File: src/hw/rtl/assert_macros.svh
// Assertion macros for the RTL that carries checks (sbus_frame_parser).
`ifndef ASSERT_MACROS_SVH
`define ASSERT_MACROS_SVH

// Same-cycle implication, disabled during reset.
`define ASSERT_SAME(label, ante, cons, msg) \
	label: assert property (@(posedge clk) disable iff (!arst_n) (ante) |-> (cons)) \
		else $error(msg);

// Next-cycle implication, disabled during reset.
`define ASSERT_NEXT(label, ante, cons, msg) \
	label: assert property (@(posedge clk) disable iff (!arst_n) (ante) |=> (cons)) \
		else $error(msg);

`endif

File: src/hw/rtl/sbus_pkg.sv
// Shared types and constants of the S.BUS frame parser.
package sbus_pkg;

	// Frame layout.
	localparam int POS_W = 5;
	localparam logic [7:0] SYNC_BYTE = 8'h0F;
	localparam logic [7:0] LOST_FLAG = 8'h0C;
	localparam int FIRST_DATA = 1;
	localparam int LAST_DATA = 22;
	localparam int FLAG_POS = 23;
	localparam logic [POS_W-1:0] FLAG_POS_V = POS_W'(FLAG_POS);
	localparam logic [POS_W-1:0] FIRST_DATA_V = POS_W'(FIRST_DATA);
	localparam logic [POS_W-1:0] LAST_POS = POS_W'(24);

	// Channel packing.
	localparam int NUM_CH = 16;
	localparam int CH_W = 4;
	localparam int RAW_W = 11;
	localparam int PACK_W = NUM_CH * RAW_W;
	localparam logic [CH_W-1:0] CH_LAST = CH_W'(NUM_CH - 1);

	// Scaling: q = floor((32768*|2*raw-1983| + 1639) / 3278), sign from 2*raw-1983.
	localparam int SCALED_W = 16;
	localparam int MAG_W = RAW_W + 1;
	localparam int X_W = MAG_W + 15;
	localparam int Q_W = 15;
	localparam int RECIP_W = 28;
	localparam int RECIP_SH = 39;
	localparam int PROD_W = X_W + RECIP_W;
	localparam logic [MAG_W-1:0] MID2 = MAG_W'(1983);
	localparam logic [X_W-1:0] DIVISOR = X_W'(3278);
	localparam logic [X_W-1:0] HALF_DIV = X_W'(1639);
	localparam logic [RECIP_W-1:0] RECIP = RECIP_W'((64'd1 << RECIP_SH) / 64'd3278);

	// Controller states.
	typedef enum logic [1:0] {
		ST_RECV,
		ST_MUL,
		ST_FIX,
		ST_SEND
	} state_t;

	// Commands from the controller to the datapath.
	typedef struct packed {
		logic store;
		logic mul_en;
		logic fix_en;
		logic next_ch;
	} cmd_t;

	// Status from the datapath to the controller.
	typedef struct packed {
		logic frame_done;
		logic last_ch;
	} sts_t;

endpackage

File: src/hw/rtl/sbus_ctrl.sv
// Controller state machine of the S.BUS frame parser.
module sbus_ctrl (
	input  logic          clk,
	input  logic          arst_n,
	input  logic          in_valid,
	output logic          in_stall,
	output logic          out_valid,
	input  logic          out_stall,
	input  sbus_pkg::sts_t sts,
	output sbus_pkg::cmd_t cmd
);
	import sbus_pkg::*;

	state_t state_q, state_d;

	// State register.
	always_ff @(posedge clk or negedge arst_n) begin
		if (!arst_n) begin
			state_q <= ST_RECV;
		end else begin
			state_q <= state_d;
		end
	end

	// Next state and commands.
	always_comb begin
		state_d   = state_q;
		cmd       = '0;
		in_stall  = 1'b1;
		out_valid = 1'b0;
		case (state_q)
			ST_RECV: begin
				in_stall  = 1'b0;
				cmd.store = in_valid;
				if (in_valid && sts.frame_done) begin
					state_d = ST_MUL;
				end
			end
			ST_MUL: begin
				cmd.mul_en = 1'b1;
				state_d    = ST_FIX;
			end
			ST_FIX: begin
				cmd.fix_en = 1'b1;
				state_d    = ST_SEND;
			end
			ST_SEND: begin
				out_valid = 1'b1;
				if (!out_stall) begin
					if (sts.last_ch) begin
						state_d = ST_RECV;
					end else begin
						cmd.next_ch = 1'b1;
						state_d     = ST_MUL;
					end
				end
			end
			default: begin
				state_d = ST_RECV;
			end
		endcase
	end

endmodule

File: src/hw/rtl/sbus_dp.sv
// Datapath of the S.BUS frame parser: frame buffer, unpacking and scaling.
module sbus_dp (
	input  logic                              clk,
	input  logic                              arst_n,
	input  sbus_pkg::cmd_t                    cmd,
	output sbus_pkg::sts_t                    sts,
	input  logic [7:0]                        rx_byte,
	output logic [sbus_pkg::CH_W-1:0]         channel_index,
	output logic [sbus_pkg::RAW_W-1:0]        raw_value,
	output logic signed [sbus_pkg::SCALED_W-1:0] scaled_value,
	output logic                              frame_valid,
	output logic                              last
);
	import sbus_pkg::*;

	logic [7:0]          frame_q [FIRST_DATA:FLAG_POS];
	logic [POS_W-1:0]    pos_q;
	logic [POS_W-1:0]    pos_eff;
	logic                prev_zero_q;
	logic [PACK_W-1:0]   pack;
	logic [PACK_W-1:0]   shreg_q;
	logic [CH_W-1:0]     ch_q;
	logic                flag_ok_q;

	logic [RAW_W-1:0]    raw;
	logic [MAG_W-1:0]    dbl;
	logic                neg;
	logic [MAG_W-1:0]    mag;
	logic [X_W-1:0]      x;
	logic [PROD_W-1:0]   prod;

	logic [RAW_W-1:0]    raw_s1;
	logic                neg_s1;
	logic [X_W-1:0]      x_s1;
	logic [Q_W-1:0]      q0_s1;

	logic [X_W-1:0]      rem;
	logic [Q_W-1:0]      q;
	logic [SCALED_W-1:0] q_ext;

	logic [CH_W-1:0]     channel_index_q;
	logic [RAW_W-1:0]    raw_value_q;
	logic [SCALED_W-1:0] scaled_value_q;
	logic                frame_valid_q;
	logic                last_q;

	// A sync byte right after a zero byte restarts the frame.
	assign pos_eff = (rx_byte == SYNC_BYTE && prev_zero_q) ? '0 : pos_q;
	assign sts.frame_done = (pos_eff == LAST_POS);
	assign sts.last_ch = (ch_q == CH_LAST);

	// Byte position and zero-byte tracking.
	always_ff @(posedge clk or negedge arst_n) begin
		if (!arst_n) begin
			pos_q       <= '0;
			prev_zero_q <= 1'b0;
		end else if (cmd.store) begin
			prev_zero_q <= (rx_byte == 8'h00);
			if (pos_eff == LAST_POS) begin
				pos_q <= '0;
			end else begin
				pos_q <= pos_eff + POS_W'(1);
			end
		end
	end

	// Only the data and flag bytes are ever read back.
	always_ff @(posedge clk) begin
		if (cmd.store && pos_eff >= FIRST_DATA_V && pos_eff <= FLAG_POS_V) begin
			frame_q[pos_eff] <= rx_byte;
		end
	end

	// Data bytes laid out as one little-endian bit stream.
	always_comb begin
		for (int b = FIRST_DATA; b <= LAST_DATA; b++) begin
			pack[(b - FIRST_DATA) * 8 +: 8] = frame_q[b];
		end
	end

	// Channel shift register: loaded on frame completion, 11 bits per channel.
	always_ff @(posedge clk or negedge arst_n) begin
		if (!arst_n) begin
			ch_q <= '0;
		end else if (cmd.store && sts.frame_done) begin
			ch_q <= '0;
		end else if (cmd.next_ch) begin
			ch_q <= ch_q + CH_W'(1);
		end
	end

	always_ff @(posedge clk) begin
		if (cmd.store && sts.frame_done) begin
			shreg_q   <= pack;
			flag_ok_q <= (frame_q[FLAG_POS] != LOST_FLAG);
		end else if (cmd.next_ch) begin
			shreg_q <= {RAW_W'(0), shreg_q[PACK_W-1:RAW_W]};
		end
	end

	// First scaling stage: magnitude and reciprocal multiply.
	assign raw  = shreg_q[RAW_W-1:0];
	assign dbl  = {raw, 1'b0};
	assign neg  = (dbl < MID2);
	assign mag  = neg ? (MID2 - dbl) : (dbl - MID2);
	assign x    = {mag, 15'b0} + HALF_DIV;
	assign prod = PROD_W'(x) * PROD_W'(RECIP);

	always_ff @(posedge clk) begin
		if (cmd.mul_en) begin
			raw_s1 <= raw;
			neg_s1 <= neg;
			x_s1   <= x;
			q0_s1  <= prod[RECIP_SH +: Q_W];
		end
	end

	// Second stage: the estimate is low by at most one, fix it and apply the sign.
	assign rem   = x_s1 - (X_W'(q0_s1) * DIVISOR);
	assign q     = q0_s1 + Q_W'(rem >= DIVISOR);
	assign q_ext = {1'b0, q};

	// Result word register.
	always_ff @(posedge clk) begin
		if (cmd.fix_en) begin
			channel_index_q <= ch_q;
			raw_value_q     <= raw_s1;
			scaled_value_q  <= neg_s1 ? (~q_ext + SCALED_W'(1)) : q_ext;
			frame_valid_q   <= flag_ok_q;
			last_q          <= (ch_q == CH_LAST);
		end
	end

	assign channel_index = channel_index_q;
	assign raw_value     = raw_value_q;
	assign scaled_value  = signed'(scaled_value_q);
	assign frame_valid   = frame_valid_q;
	assign last          = last_q;

endmodule

File: src/hw/rtl/sbus_frame_parser.sv
// S.BUS frame parser: top level joining the controller and the datapath.
//
// Input channel: one received byte per word on rx_byte (in_valid / in_stall).
// A 0x0F byte right after a 0x00 byte restarts the frame at position 0; after
// the 25th byte the position returns to 0 on its own.
// The 25th byte of a frame starts the unpacking of 16 channels of 11 bits,
// and the block emits 16 result words on the output channel (out_valid /
// out_stall), channel 0 first, last high on channel 15. Each channel passes
// a two-step scaling unit (multiply by the reciprocal of the divisor, then
// one correction step) and is then held in the result register: each
// channel goes through ST_MUL, ST_FIX and ST_SEND and waits in ST_SEND while
// the receiver stalls. in_stall stays high after the last byte of a frame
// until the last result word has been taken.
// A stalled result word holds its value until taken.
// Reset clears the byte position, the resync tracking and the controller; no
// result is pending after reset.
module sbus_frame_parser (
	input  logic                                clk,
	input  logic                                arst_n,
	input  logic                                in_valid,
	output logic                                in_stall,
	input  logic [7:0]                          rx_byte,
	output logic                                out_valid,
	input  logic                                out_stall,
	output logic [sbus_pkg::CH_W-1:0]           channel_index,
	output logic [sbus_pkg::RAW_W-1:0]          raw_value,
	output logic signed [sbus_pkg::SCALED_W-1:0] scaled_value,
	output logic                                frame_valid,
	output logic                                last
);
	import sbus_pkg::*;

	`include "assert_macros.svh"

	cmd_t cmd;
	sts_t sts;

	// Controller.
	sbus_ctrl u_ctrl (
		.clk       (clk),
		.arst_n    (arst_n),
		.in_valid  (in_valid),
		.in_stall  (in_stall),
		.out_valid (out_valid),
		.out_stall (out_stall),
		.sts       (sts),
		.cmd       (cmd)
	);

	// Datapath.
	sbus_dp u_dp (
		.clk           (clk),
		.arst_n        (arst_n),
		.cmd           (cmd),
		.sts           (sts),
		.rx_byte       (rx_byte),
		.channel_index (channel_index),
		.raw_value     (raw_value),
		.scaled_value  (scaled_value),
		.frame_valid   (frame_valid),
		.last          (last)
	);

	// No byte is taken while result words are pending.
	`ASSERT_SAME(a_no_byte_during_output, out_valid, in_stall, "byte accepted during output")
	// The last mark sits on the final channel only.
	`ASSERT_SAME(a_last_on_final, out_valid, last == (channel_index == CH_LAST), "bad last mark")
	// After the last word is taken the output goes quiet and bytes flow again.
	`ASSERT_NEXT(a_last_ends_frame, out_valid && !out_stall && last, !out_valid && !in_stall, "frame did not end")

endmodule
File: config.mk
export PLATFORM = sky130hd
export DESIGN_NAME = sbus_frame_parser
export DESIGN_NICKNAME = d
export VERILOG_FILES = /design/src/hw/rtl/sbus_pkg.sv /design/src/hw/rtl/sbus_ctrl.sv /design/src/hw/rtl/sbus_dp.sv /design/src/hw/rtl/sbus_frame_parser.sv
export VERILOG_INCLUDE_DIRS = /design/src /design/src/hw/rtl
export SDC_FILE = /design/constraint.sdc
export NUM_CORES = 1
export LEC_CHECK = 0
export ABC_AREA = 1
export BUFFER_PORTS_ARGS = -buffer_cell sky130_fd_sc_hd__buf_2
export CAP_MARGIN = 20
export CORE_AREA = 2 2 217 219
export DETAILED_ROUTE_END_ITERATION = 7
export DIE_AREA = 0 0 219 221
export MAX_ROUTING_LAYER = met4
export PLACE_DENSITY = 0.78
export SYNTH_ARGS = -nofsm -noshare
export SYNTH_HDL_FRONTEND = slang
export SYNTH_SLANG_ARGS = --single-unit
File: constraint.sdc
create_clock -name clk -period 16.9 [get_ports clk]
set_input_delay 0.845 -clock clk [delete_from_list [all_inputs] [get_ports clk]]
set_output_delay 0.845 -clock clk [all_outputs]
set_load 0.05 [all_outputs]
Yosys cells after proc, flatten, opt, wreduce, memory -nomap -nowiden
Memories as Yosys holds them, arrays and structs flattened.
Cells that the tools add are included.
{"block": "totals", "regBits": 276, "ramBits": 184, "in_bits": 12, "mem_count": 1}
{"memory": "u_dp.frame_q", "words": 23, "width": 8, "rd": 23, "rd_clocked_by_memory_dff": 0, "write_ports": 1, "line": "sbus_dp.sv:16", "source": "logic [7:0] frame_q [FIRST_DATA:FLAG_POS];"}
{"block": "op_classes", "addsub": 8, "multipliers": 2, "n_lt_le_gt_ge": 4, "n_eq_ne": 9, "muxes": 22, "bitwise_logic": 1, "reduce_logical": 9}
{"cell": "176-bit 2-to-1 mux", "n": 2}
{"cell": "27-bit by 27-bit multiplier with 53-bit output (second input constant)", "n": 1}
{"cell": "27-bit by 11-bit adder with 27-bit output (second input constant)", "n": 1}
{"cell": "27-bit by 12-bit >= comparator with 1-bit output (second input constant)", "n": 1}
{"cell": "27-bit subtractor", "n": 1}
{"cell": "15-bit by 11-bit multiplier with 26-bit output (second input constant)", "n": 1}
{"cell": "16-bit by 1-bit adder with 16-bit output (second input constant)", "n": 1}
{"cell": "15-bit NOT with 16-bit output", "n": 1}
{"cell": "15-bit by 1-bit adder with 15-bit output", "n": 1}
{"cell": "15-bit 2-to-1 mux", "n": 1}
{"cell": "12-bit by 11-bit less-than comparator with 1-bit output (second input constant)", "n": 1}
{"cell": "12-bit 2-to-1 mux", "n": 1}
{"cell": "11-bit by 12-bit subtractor with 12-bit output (first input constant)", "n": 1}
{"cell": "12-bit by 11-bit subtractor with 12-bit output (second input constant)", "n": 1}
{"cell": "1-bit 2-to-1 mux", "n": 11}
{"cell": "5-bit 2-to-1 mux", "n": 2}
{"cell": "8-bit by 4-bit == test with 1-bit output (second input constant)", "n": 1}
{"cell": "8-bit zero test", "n": 1}
{"cell": "4-bit 2-to-1 mux", "n": 2}
{"cell": "8-bit by 4-bit inequality test with 1-bit output (second input constant)", "n": 1}
{"cell": "2-bit case mux with 4 select lines", "n": 1}
{"cell": "5-bit by 1-bit adder with 5-bit output (second input constant)", "n": 1}
{"cell": "5-bit == test (second input constant)", "n": 1}
{"cell": "5-bit by 1-bit >= comparator with 1-bit output (second input constant)", "n": 1}
{"cell": "other kinds (12)", "n": 18}

Logic depth before layout (Yosys ltp)
Gate-level depths: netlist of the first run.
{"block": "depth", "ltp_word": 8, "depth_mapped": 45, "ltp_nobuf": 45}

Hierarchy
A second synthesis of the first run with hierarchy kept.
{"block": "hier_totals", "hier_cells": 2612, "hier_area_um2": 27076.0}
{"mod": "sbus_dp", "n_inst": 1, "cells_per_inst": 2585, "area_per_inst_um2": 26872.0}
{"mod": "sbus_ctrl", "n_inst": 1, "cells_per_inst": 27, "area_per_inst_um2": 203.9}

Least setup slack after synthesis of the first run
Ideal clock, no wire load.
{"block": "synth_path", "path_type": "register to register", "start": "reg u_ctrl.state_q[1]", "end": "reg u_dp.ch_q[0]", "setup_ps": 489, "arrival_time_ps": 9125, "required_time_ps": 16411, "setup_slack_ps": 7286, "path_stages_with_launch": 5, "path_buffers": 0, "path_cell_list": "dfrtp_1 -> ha_1 -> nand2_1 -> o21ai_1 -> o21ai_0"}
{"block": "synth_between", "elab_chain_cells": 4, "word_cells_on_any_way": 7}
{"element": "start, declared", "line": "sbus_ctrl.sv:14", "source": "state_t state_q, state_d;"}
{"element": "start signal, assigned", "line": "sbus_ctrl.sv:21", "source": "state_q <= state_d;"}
{"element": "2-bit zero test", "line": "sbus_ctrl.sv:31", "source": "case (state_q)"}
{"element": "1-bit 2-to-1 mux", "line": "sbus_ctrl.sv:31"}
{"element": "1-bit logical AND", "line": "sbus_dp.sv:85", "source": "end else if (cmd.store && sts.frame_done) begin"}
{"element": "4-bit 2-to-1 mux or 2-bit nonzero test (tied branches)"}
{"element": "end signal, assigned", "line": "sbus_dp.sv:88", "source": "ch_q <= ch_q + CH_W'(1);"}
{"element": "end, declared", "line": "sbus_dp.sv:22", "source": "logic [CH_W-1:0] ch_q;"}
Parallel ways exist; a longest one is shown, timed or not.
A chain may end at the register's enable or synchronous reset.

Worst setup path after layout of the first run
{"block": "layout_path", "start": "reg u_dp.q0_s1[2]", "end": "reg u_dp.scaled_value_q[12] (netlist: u_dp.scaled_value[12]) (data pin)"}
{"block": "layout_between", "elab_chain_cells": 7}
{"element": "start, declared", "line": "sbus_dp.sv:35", "source": "logic [Q_W-1:0] q0_s1;"}
{"element": "start signal, assigned", "line": "sbus_dp.sv:114", "source": "q0_s1 <= prod[RECIP_SH +: Q_W];"}
{"element": "15-bit by 11-bit multiplier with 26-bit output", "line": "sbus_dp.sv:119", "source": "assign rem = x_s1 - (X_W'(q0_s1) * DIVISOR);"}
{"element": "27-bit subtractor", "line": "sbus_dp.sv:119"}
{"element": "27-bit by 12-bit >= comparator with 1-bit output", "line": "sbus_dp.sv:120", "source": "assign q = q0_s1 + Q_W'(rem >= DIVISOR);"}
{"element": "15-bit by 1-bit adder with 15-bit output *", "line": "sbus_dp.sv:120"}
{"element": "15-bit NOT with 16-bit output", "line": "sbus_dp.sv:128", "source": "scaled_value_q <= neg_s1 ? (~q_ext + SCALED_W'(1)) : q_ext;"}
{"element": "16-bit by 1-bit adder with 16-bit output", "line": "sbus_dp.sv:128"}
{"element": "15-bit 2-to-1 mux *", "line": "sbus_dp.sv:128"}
{"element": "end signal, assigned", "line": "sbus_dp.sv:128"}
{"element": "end, declared", "line": "sbus_dp.sv:43", "source": "logic [SCALED_W-1:0] scaled_value_q;"}
Every way passes the cells marked *; elsewhere a longest branch is shown, timed or not.

==> results.yml, run 1 <==
critical_path:
  cp-endpoint: "u_dp.scaled_value[12]$_DFFE_PN_"
  critPathSlowestCell: "fa_1"
  cp.required_ns: 17.21
  arrival_ns: 9.03
  reg2reg_depth: 40
  r2r_setup_slack_ns: 8.18
  r2r_start: "u_dp.q0_s1[2]$_DFFE_PN_"
  crit_path_frequent_cell: "inv_1"
  critPathLaunchType: "flip-flop"
  worstSetupPathType: "reg2reg"
  worstPathMaxFanout: 6
  r2r_end: "u_dp.scaled_value[12]$_DFFE_PN_"
  worstSetupStartpoint: "u_dp.q0_s1[2]$_DFFE_PN_"
  crit_path_max_incr_delay_ns: 0.55
  endpoint_kind: "flip-flop"
finish:
  final_cells: 3340
  final_nets: 3120
  final_cell_mix: "nand2_1, edfxtp_1, inv_1"
  area_delta_synth_final_pct: 8.49
  antenna_cells: 0
  n_fill_cell: 3627
  layout_commonest_cell: "nand2_1"
  drive_above_1_share: 0.0640
  utilization: 0.642
global_routing:
  grt_max_degree: 178
  grt_pass1_wl_um: 97100
  antenna_found_initial: 0
  grt_pass1_vias: 18466
  grt_overflow_total: 0
  grt_use_total: 0.265
floorplan:
  dieArea_sq_mm: 0.0484
  die_h_um: 221
  start_util: 0.592
  std_cell_rows: 79
  core_sq_mm: 0.0461
  ios: 47
  die_w_um: 219
clocking:
  cts-hold-fix-buffers: 0
  cts.reportedPaths.clkPinSlew_ns: 0.06
  cts_setup_buffers: 0
  clockBufferDepth: 3
  cts_tree: "built"
  cts_buffers: 45
  cts.repair.resized: 0
  root_buffer: "clkbuf_16"
  cts.htree.levels: 2
  clk_latency_ns: 0.57
  cts_sinks: 444
synthesis:
  synth.ff_latch_count: 444
  syn_area_sq_mm: 0.0273
  synth_top_area_share: 0.476
  synth_cells: 2638
  syn-num-nets: 3059
  seq_area_frac_synth: 0.487
  synth-edff-count: 432
  synth-main-ff-cell: "edfxtp_1"
  syn_avg_cell_area_sq_um: 10.3
  synth.area.top_cells: "edfxtp_1, ha_1, nand2_1, fa_1, inv_1"
  ys_types: 56
  async_reset_ff_frac: 0.0270
  synth_top_area_cell: "edfxtp_1"
  yosysWarnings: 0
detailed_routing:
  highest_layer: "met4"
  wl_per_cell_um: 18.0
  dr_wl_met2_um: 29800
  vias: 17894
  drt_wl_total_um: 60000
  ant_nets: 0
  first_iter_violations: 1728
  wl_met3_um: 2910
  drt-met1-wl_um: 25300
  vias_per_cell: 5.36
  drc: 0
  first_pass_iters: 5
placement:
  port_buffers: 46
  placedCellCount: 3259
  dp_hpwl_um: 43500
  place_congestion: 0.953
status:
  status: "completed"
timing:
  drv_slew: 0
  setup_viol: 0
  hold_viol: 0
  max_freq_mhz: 115
  grt_setup_unrepaired: "false"
  finalSetupTns_ns: 0
  finClkSkew_ns: 0.0140
  slew_headroom: 0.289
  post-route-period-util: 0.516
  worst_slew_pin_slew_ns: 1.07
  period_needed_ns: 8.72
job:
  max_cap_violations: 0
hold_path:
  hold_path_class: "in2async"
==> through the flow <==
| step | area [sq um] | hold WS [ns] | setup WS, ns |
|---|---|---|---|
| finish | 29600 | 0.166 | 8.18 |
| global route | 29600 | 0.180 | 7.41 |
| floorplan | 27300 | 0.400 | 7.29 |
| global placement | 28200 | 0.406 | 8.29 |
| detailed placement | 28200 | 0.406 | 8.30 |
| CTS | 29600 | 0.154 | 8.24 |
==> cell families after synthesis <==
kind of cell	count (synthesis)	share of synthesized area
buf+inv	475	0.0673
flops	444	0.487
compound gates	175	0.0380
simple gates	1046	0.154
xor+xnor	89	0.0302
fa+ha+maj	409	0.223
==> routing by layer <==
metal / vias up / track usage
li1: 8700 / -
met1: 8572 / 0.340
met2: 491 / 0.437
met3: 131 / 0.0356
met4: 0 / 0.0920
met5: - / -
==> area by class of cell <==
| cell class | instances | area, sq um | share of cell area |
|---|---|---|---|
| inverter | 433 | 1630 | 0.0551 |
| clock inverter | 26 | 241 | 0.00816 |
| sequential | 444 | 13300 | 0.449 |
| multi-input combinational | 1719 | 12200 | 0.412 |
| tap | 607 | 759 | 0.0257 |
| clock buffer | 55 | 1180 | 0.0400 |
| timing repair buffer | 56 | 318 | 0.0107 |
==> worst min path at each step <==
stage               depth (start not counted)  slack [ns]                      from                     endpoint
CTS                                         1        0.15                    arst_n    u_dp.pos_q[1]$_DFFE_PN0P_
global placement                            0        0.41  u_dp.raw_s1[9]$_DFFE_PN_  u_dp.raw_value[9]$_DFFE_PN_
global route                                1        0.18                    arst_n    u_dp.pos_q[3]$_DFFE_PN0P_
floorplan                                   0        0.40  u_dp.flag_ok_q$_DFFE_PP_   u_dp.frame_valid$_DFFE_PN_
finish                                      1        0.17                    arst_n    u_dp.pos_q[1]$_DFFE_PN0P_
detailed placement                          0        0.41  u_dp.raw_s1[2]$_DFFE_PN_  u_dp.raw_value[2]$_DFFE_PN_
==> synth_stat cells, drive strengths merged (2+ instances only) <==
library cell	number
dfrtp	12
a31oi	9
nor2	167
o22ai	2
xnor2	30
nor4	5
ha	279
a211oi	4
nand4	9
xor2	59
fa	130
o41ai	2
a21oi	69
o31ai	6
buf	32
clkbuf	10
nand3b	6
o21bai	6
o21ai	54
a21boi	4
edfxtp	432
o211ai	4
nor3	19
o21a	2
inv	432
a21o	6
nand2	774
a221oi	3
nand3	63
==> sequential cells by signal, summed over array words and instances (netlist names) <==
| signal | cells |
|---|---|
| u_dp.frame_q | 184 |
| u_dp.shreg_q | 176 |
| u_dp.scaled_value | 16 |
| u_dp.q0_s1 | 15 |
| u_dp.raw_s1 | 11 |
| u_dp.raw_value | 11 |
| u_dp.x_s1 | 11 |
| u_dp.pos_q | 5 |
| u_dp.ch_q | 4 |
| u_dp.channel_index | 4 |
| u_ctrl.state_q | 2 |
| u_dp.flag_ok_q | 1 |
| u_dp.frame_valid | 1 |
| u_dp.last | 1 |
| u_dp.neg_s1 | 1 |
| u_dp.prev_zero_q | 1 |
==> critical path: cells and delay by family, from the launching register on <==
| family | cells | cell delay [ns] |
|---|---|---|
| compound gates | 8 | 1.73 |
| buf+inv | 8 | 0.52 |
| fa+ha+maj | 10 | 3.93 |
| flops | 1 | 0.48 |
| xor+xnor | 2 | 0.35 |
| simple gates | 12 | 1.47 |
Power of run 1 is not shown: default switching activity piles up to over one toggle a cycle in this logic, so the estimate is an artifact.
==> run 2: changes to the inputs <==
--- a/config.mk
+++ b/config.mk
@@ -6,14 +6,14 @@
 export SDC_FILE = /design/constraint.sdc
 export NUM_CORES = 1
 export LEC_CHECK = 0
-export ABC_AREA = 1
+export ABC_AREA = 0
 export BUFFER_PORTS_ARGS = -buffer_cell sky130_fd_sc_hd__buf_2
 export CAP_MARGIN = 20
-export CORE_AREA = 2 2 217 219
+export CORE_AREA = 2 2 215 217
 export DETAILED_ROUTE_END_ITERATION = 7
-export DIE_AREA = 0 0 219 221
+export DIE_AREA = 0 0 217 219
 export MAX_ROUTING_LAYER = met4
-export PLACE_DENSITY = 0.78
+export PLACE_DENSITY = 0.79
 export SYNTH_ARGS = -nofsm -noshare
 export SYNTH_HDL_FRONTEND = slang
 export SYNTH_SLANG_ARGS = --single-unit
==> constraint.sdc (replaced) <==
create_clock -name clk -period 7.51 [get_ports clk]
set_input_delay 0.3755 -clock clk [delete_from_list [all_inputs] [get_ports clk]]
set_output_delay 0.3755 -clock clk [all_outputs]
set_load 0.05 [all_outputs]
==> results.yml, run 2 <==
status:
  status: "complete, but fails checks"
  violations: "setup timing"
finish:
  area_delta_synth_final_pct: 18.3
  multiInputGateArea_sq_mm: 0.0120
  final_cells: 2835
  n_fill_cell: 3062
  drive_above_1_share: 0.279
  layout_commonest_cell: "edfxtp_1"
  regArea_sq_mm: 0.0133
  largest-register: "u_dp.frame_q"
  final_cell_mix: "edfxtp_1, inv_1, ha_1"
  utilization: 0.681
  largest_reg_flops: 184
  final_nets: 2624
synthesis:
  synth_most_common_cell: "edfxtp_1"
  seq_area_frac_synth: 0.512
  syn_area_sq_mm: 0.0259
  synthTopCellsByCount: "edfxtp_1, inv_1, ha_1"
  synth-main-ff-cell: "edfxtp_1"
  synth-edff-count: 432
  ys_types: 67
  syn-num-nets: 2316
  async_reset_ff_frac: 0.0270
  synth.area.top_cells: "edfxtp_1, ha_1, fa_1, mux2_2, inv_1"
  synth_cells: 1895
  synth_top_area_share: 0.500
  syn_avg_cell_area_sq_um: 13.7
  yosysWarnings: 0
  synth_top_area_cell: "edfxtp_1"
  synth.ff_latch_count: 444
timing:
  grt_setup_unrepaired: "true"
  setup_viol: 16
  drv_slew: 0
  hold_viol: 0
  max_freq_mhz: 102
  finalSetupTns_ns: -28.75
  worst_slew_pin_slew_ns: 1.06
  setup_slack_ns: -2.26
  post-route-period-util: 1.30
  period_needed_ns: 9.77
  slew_headroom: 0.293
  finClkSkew_ns: 0.0226
floorplan:
  die_w_um: 217
  start_util: 0.576
  ios: 47
  die_h_um: 219
  core_sq_mm: 0.0451
  dieArea_sq_mm: 0.0475
  std_cell_rows: 78
critical_path:
  worstPathMaxFanout: 4
  crit_path_max_incr_delay_ns: 0.51
  cp.required_ns: 7.80
  arrival_ns: 10.06
  critPathSlowestCell: "fa_1"
  r2r_setup_slack_ns: -2.26
  crit_path_frequent_cell: "ha_4"
  worstSetupPathType: "reg2reg"
  critPathLaunchType: "flip-flop"
  endpoint_kind: "flip-flop"
placement:
  port_buffers: 46
  placedCellCount: 2712
  place_congestion: 0.911
  dp_hpwl_um: 38600
clocking:
  root_buffer: "clkbuf_16"
  cts_sinks: 444
  cts_buffers: 42
  clk_latency_ns: 0.56
  cts_tree: "built"
  clockBufferDepth: 3
  cts.htree.levels: 2
  cts.reportedPaths.clkPinSlew_ns: 0.06
global_routing:
  grt_pass1_vias: 16781
  grt_overflow_total: 0
  grt_pass1_wl_um: 88500
  grt_max_degree: 112
  antenna_found_initial: 1
  grt_use_total: 0.248
detailed_routing:
  vias_per_cell: 5.54
  first_iter_violations: 977
  drt_wl_total_um: 56100
  first_pass_iters: 7
  drc: 0
  wl_per_cell_um: 19.8
  ant_nets: 0
  vias: 15713
job:
  max_cap_violations: 0
hold_path:
  hold_path_class: "in2reg"
==> run 2: metrics by stage <==
step / hold slack (ns) / instance area, sq um / setup WS (ns)
after CTS: 0.197 / 30300 / -1.85
after global placement: 0.272 / 28500 / -2.09
after detailed placement: 0.289 / 28500 / -2.29
final: 0.228 / 30700 / -2.26
after floorplan: 0.0799 / 26000 / -1.44
after global routing: 0.226 / 30700 / -2.67
==> run 2: path summary, 6_finish.rpt <==
path	startpoint	to	depth (start not counted)
max in group asynchronous	arst_n	u_ctrl.state_q[0]$_DFFE_PN0P_	2
worst max register to register	u_dp.q0_s1[2]$_DFFE_PN_	u_dp.scaled_value[14]$_DFFE_PN_	41
worst min register to register	u_dp.raw_s1[1]$_DFFE_PN_	u_dp.raw_value[1]$_DFFE_PN_	0
worst min-delay path	rx_byte[7]	u_dp.prev_zero_q$_DFFE_PN0P_	4
min in group asynchronous	arst_n	u_dp.pos_q[1]$_DFFE_PN0P_	2
worst max-delay path	u_dp.q0_s1[2]$_DFFE_PN_	u_dp.scaled_value[14]$_DFFE_PN_	41
==> run 2: metal layers <==
metal  routed length [um]  global-route usage  vias up  part of all wire
met1                23200               0.305     7879              0.41
met4                 2170              0.0979        0             0.039
li1                     -                   -     7291                 -
met5                    0                   -        -                 0
met3                 2450              0.0292      133             0.044
met2                28300               0.421      410              0.50
==> run 2: timing repair <==
action	4_1_cts	5_1_grt
resized for setup	49	46
hold endpoints to repair	12	0
buffers inserted	33	13
pin swaps	35	60
setup endpoints to repair	21	24
hold buffers	1	0
==> run 2: final cells by class <==
cell class / count / share of cell area
Sequential cell: 444 / 0.432
Multi-Input combinational cell: 1121 / 0.391
Inverter: 297 / 0.0363
Timing Repair Buffer: 297 / 0.0728
Antenna cell: 1 / 0.0000815
Clock inverter: 23 / 0.00693
Clock buffer: 52 / 0.0361
Tap cell: 600 / 0.0245
==> run 2: worst max-delay path, delay by kind of cell, from the launching register on <==
| family | cells | cell delay [ns] |
|---|---|---|
| adder cells (fa/ha/maj) | 9 | 3.14 |
| AND/OR/NAND/NOR | 13 | 2.65 |
| AO/OA/AOI/OAI | 12 | 2.40 |
| XOR/XNOR | 4 | 0.62 |
| flip-flops | 1 | 0.48 |
| buffers and inverters | 3 | 0.22 |
==> run 2: cells by family after synthesis <==
family | share of synthesized area
DFF | 0.512
adders and majority gates | 0.235
buffers and inverters | 0.0480
and+or+nand+nor | 0.0514
AOI/OAI and AO/OA | 0.0477
muxes | 0.0749
xor gates and xnor gates | 0.0316
Power of run 2 is left out for the same reason.
==> run 3: changes to the inputs <==
--- a/config.mk
+++ b/config.mk
@@ -14,6 +14,7 @@
 export DIE_AREA = 0 0 217 219
 export MAX_ROUTING_LAYER = met4
 export PLACE_DENSITY = 0.79
+export SETUP_SLACK_MARGIN = 0.3
 export SYNTH_ARGS = -nofsm -noshare
 export SYNTH_HDL_FRONTEND = slang
 export SYNTH_SLANG_ARGS = --single-unit
==> results.yml, run 3 (synthesis gave the netlist of run 2 again) <==
status:
  status: "complete, but fails checks"
  violations: "setup timing"
clocking:
  cts_sinks: 444
  cts_buffers: 42
  root_buffer: "clkbuf_16"
  cts.reportedPaths.clkPinSlew_ns: 0.06
  clockBufferDepth: 3
  clk_latency_ns: 0.57
  cts.htree.levels: 2
  cts_tree: "built"
critical_path:
  critPathSlowestCell: "fa_1"
  cp-endpoint: "u_dp.scaled_value[14]$_DFFE_PN_"
  endpoint_kind: "flip-flop"
  reg2reg_depth: 41
  r2r_end: "u_dp.scaled_value[14]$_DFFE_PN_"
  worstSetupStartpoint: "u_dp.q0_s1[2]$_DFFE_PN_"
  worstSetupPathType: "reg2reg"
  crit_path_max_incr_delay_ns: 0.51
  crit_path_frequent_cell: "ha_4"
  r2r_setup_slack_ns: -1.65
  worstPathMaxFanout: 4
  r2r_start: "u_dp.q0_s1[2]$_DFFE_PN_"
  cp.required_ns: 7.80
  arrival_ns: 9.45
  critPathLaunchType: "flip-flop"
placement:
  port_buffers: 46
  dp_hpwl_um: 38400
  placed_area_sq_mm: 0.0284
  place_congestion: 0.885
timing:
  period_needed_ns: 9.16
  grt_setup_unrepaired: "true"
  finClkSkew_ns: 0.0326
  worst_slew_pin_slew_ns: 1.06
  setup_slack_ns: -1.65
  drv_slew: 0
  hold_viol: 0
  post-route-period-util: 1.22
  max_freq_mhz: 109
  setup_viol: 16
  timing.hold.ws_ns: 0.198
  slew_headroom: 0.292
finish:
  utilization: 0.679
  largest-register: "u_dp.frame_q"
  final_cell_mix: "edfxtp_1, inv_1, ha_1"
  largest_reg_flops: 184
  final_area_sq_mm: 0.0306
  drive_above_1_share: 0.275
  final_nets: 2605
  area_delta_synth_final_pct: 17.9
  layout_commonest_cell: "edfxtp_1"
  multiInputGateArea_sq_mm: 0.0121
  n_fill_cell: 3099
  regArea_sq_mm: 0.0133
global_routing:
  grt_pass1_wl_um: 88500
  grt_use_total: 0.248
  grt_overflow_total: 0
  grt_pass1_vias: 16888
  grt_max_degree: 84
  antenna_found_initial: 1
hold_path:
  hold_path_class: "in2reg"
detailed_routing:
  vias: 15578
  first_pass_iters: 5
  wl_per_cell_um: 19.9
  first_iter_violations: 1060
  drt_wl_total_um: 55900
  vias_per_cell: 5.53
  ant_nets: 0
  drc: 0
floorplan:
  std_cell_rows: 78
  dieArea_sq_mm: 0.0475
  core_sq_mm: 0.0451
  start_util: 0.576
  die_w_um: 217
  ios: 47
  die_h_um: 219
job:
  max_cap_violations: 0
-- run 3: cell count changes in the layout (fill, tap and decap cells not counted), sizes merged --
cell / delta
clkinv: -3
clkbuf: -1
bufinv: +3
buf: -19
-- run 3: metrics by stage --
step / std cells / setup TNS (ns) / setup slack (ns)
after floorplan: 1895 / -14.44 / -1.44
after global placement: 2708 / -26.68 / -2.12
after detailed placement: 2708 / -31.10 / -2.43
after CTS: 2793 / -23.32 / -1.91
after global routing: 2815 / -27.50 / -2.11
final: 2815 / -20.49 / -1.65
-- run 3: final cells by class --
class / instances / area share
antenna: 1 / 0.0000818
clock buffer: 51 / 0.0355
clock inverter: 23 / 0.00957
inverter: 297 / 0.0364
multi-input combinational: 1121 / 0.394
sequential: 444 / 0.434
tap: 600 / 0.0245
timing repair buffer: 278 / 0.0663
-- run 3: layer usage --
| layer | track usage | routed length [um] | vias up |
|---|---|---|---|
| met1 | 0.304 | 22900 | 7849 |
| li1 | - | - | 7245 |
| met3 | 0.0297 | 2320 | 117 |
| met2 | 0.431 | 28900 | 367 |
| met4 | 0.0845 | 1690 | 0 |
| met5 | - | 0 | - |
-- run 3: how the worst min path moves through the flow --
stage | start | endpoint | slack [ns] | cells past startpoint
after CTS | out_stall | u_dp.ch_q[1]$_DFFE_PN0P_ | 0.16 | 4
final | out_stall | u_dp.ch_q[1]$_DFFE_PN0P_ | 0.20 | 4
after detailed placement | arst_n | u_dp.pos_q[1]$_DFFE_PN0P_ | 0.28 | 1
after global placement | arst_n | u_dp.pos_q[1]$_DFFE_PN0P_ | 0.28 | 1
after floorplan | arst_n | u_ctrl.state_q[0]$_DFFE_PN0P_ | 0.08 | 0
after global routing | out_stall | u_dp.ch_q[1]$_DFFE_PN0P_ | 0.20 | 4
-- run 3: worst max-delay path: cells and delay by family (launching register included) --
family          cells  cell delay [ns]
fa+ha+maj           9             3.10
flops               1             0.48
compound gates     13             2.17
simple gates       13             2.38
buf+inv             2             0.09
xor+xnor            4             0.63
-- run 3: what timing repair did --
item / 4_1_cts / 5_1_grt
resized for setup: 31 / 69
hold endpoints to repair: 12 / 0
pin swaps: 39 / 50
setup endpoints to repair: 28 / 23
buffers inserted: 10 / 21
hold buffers: 1 / 0
Power of run 3 is left out for the same reason.
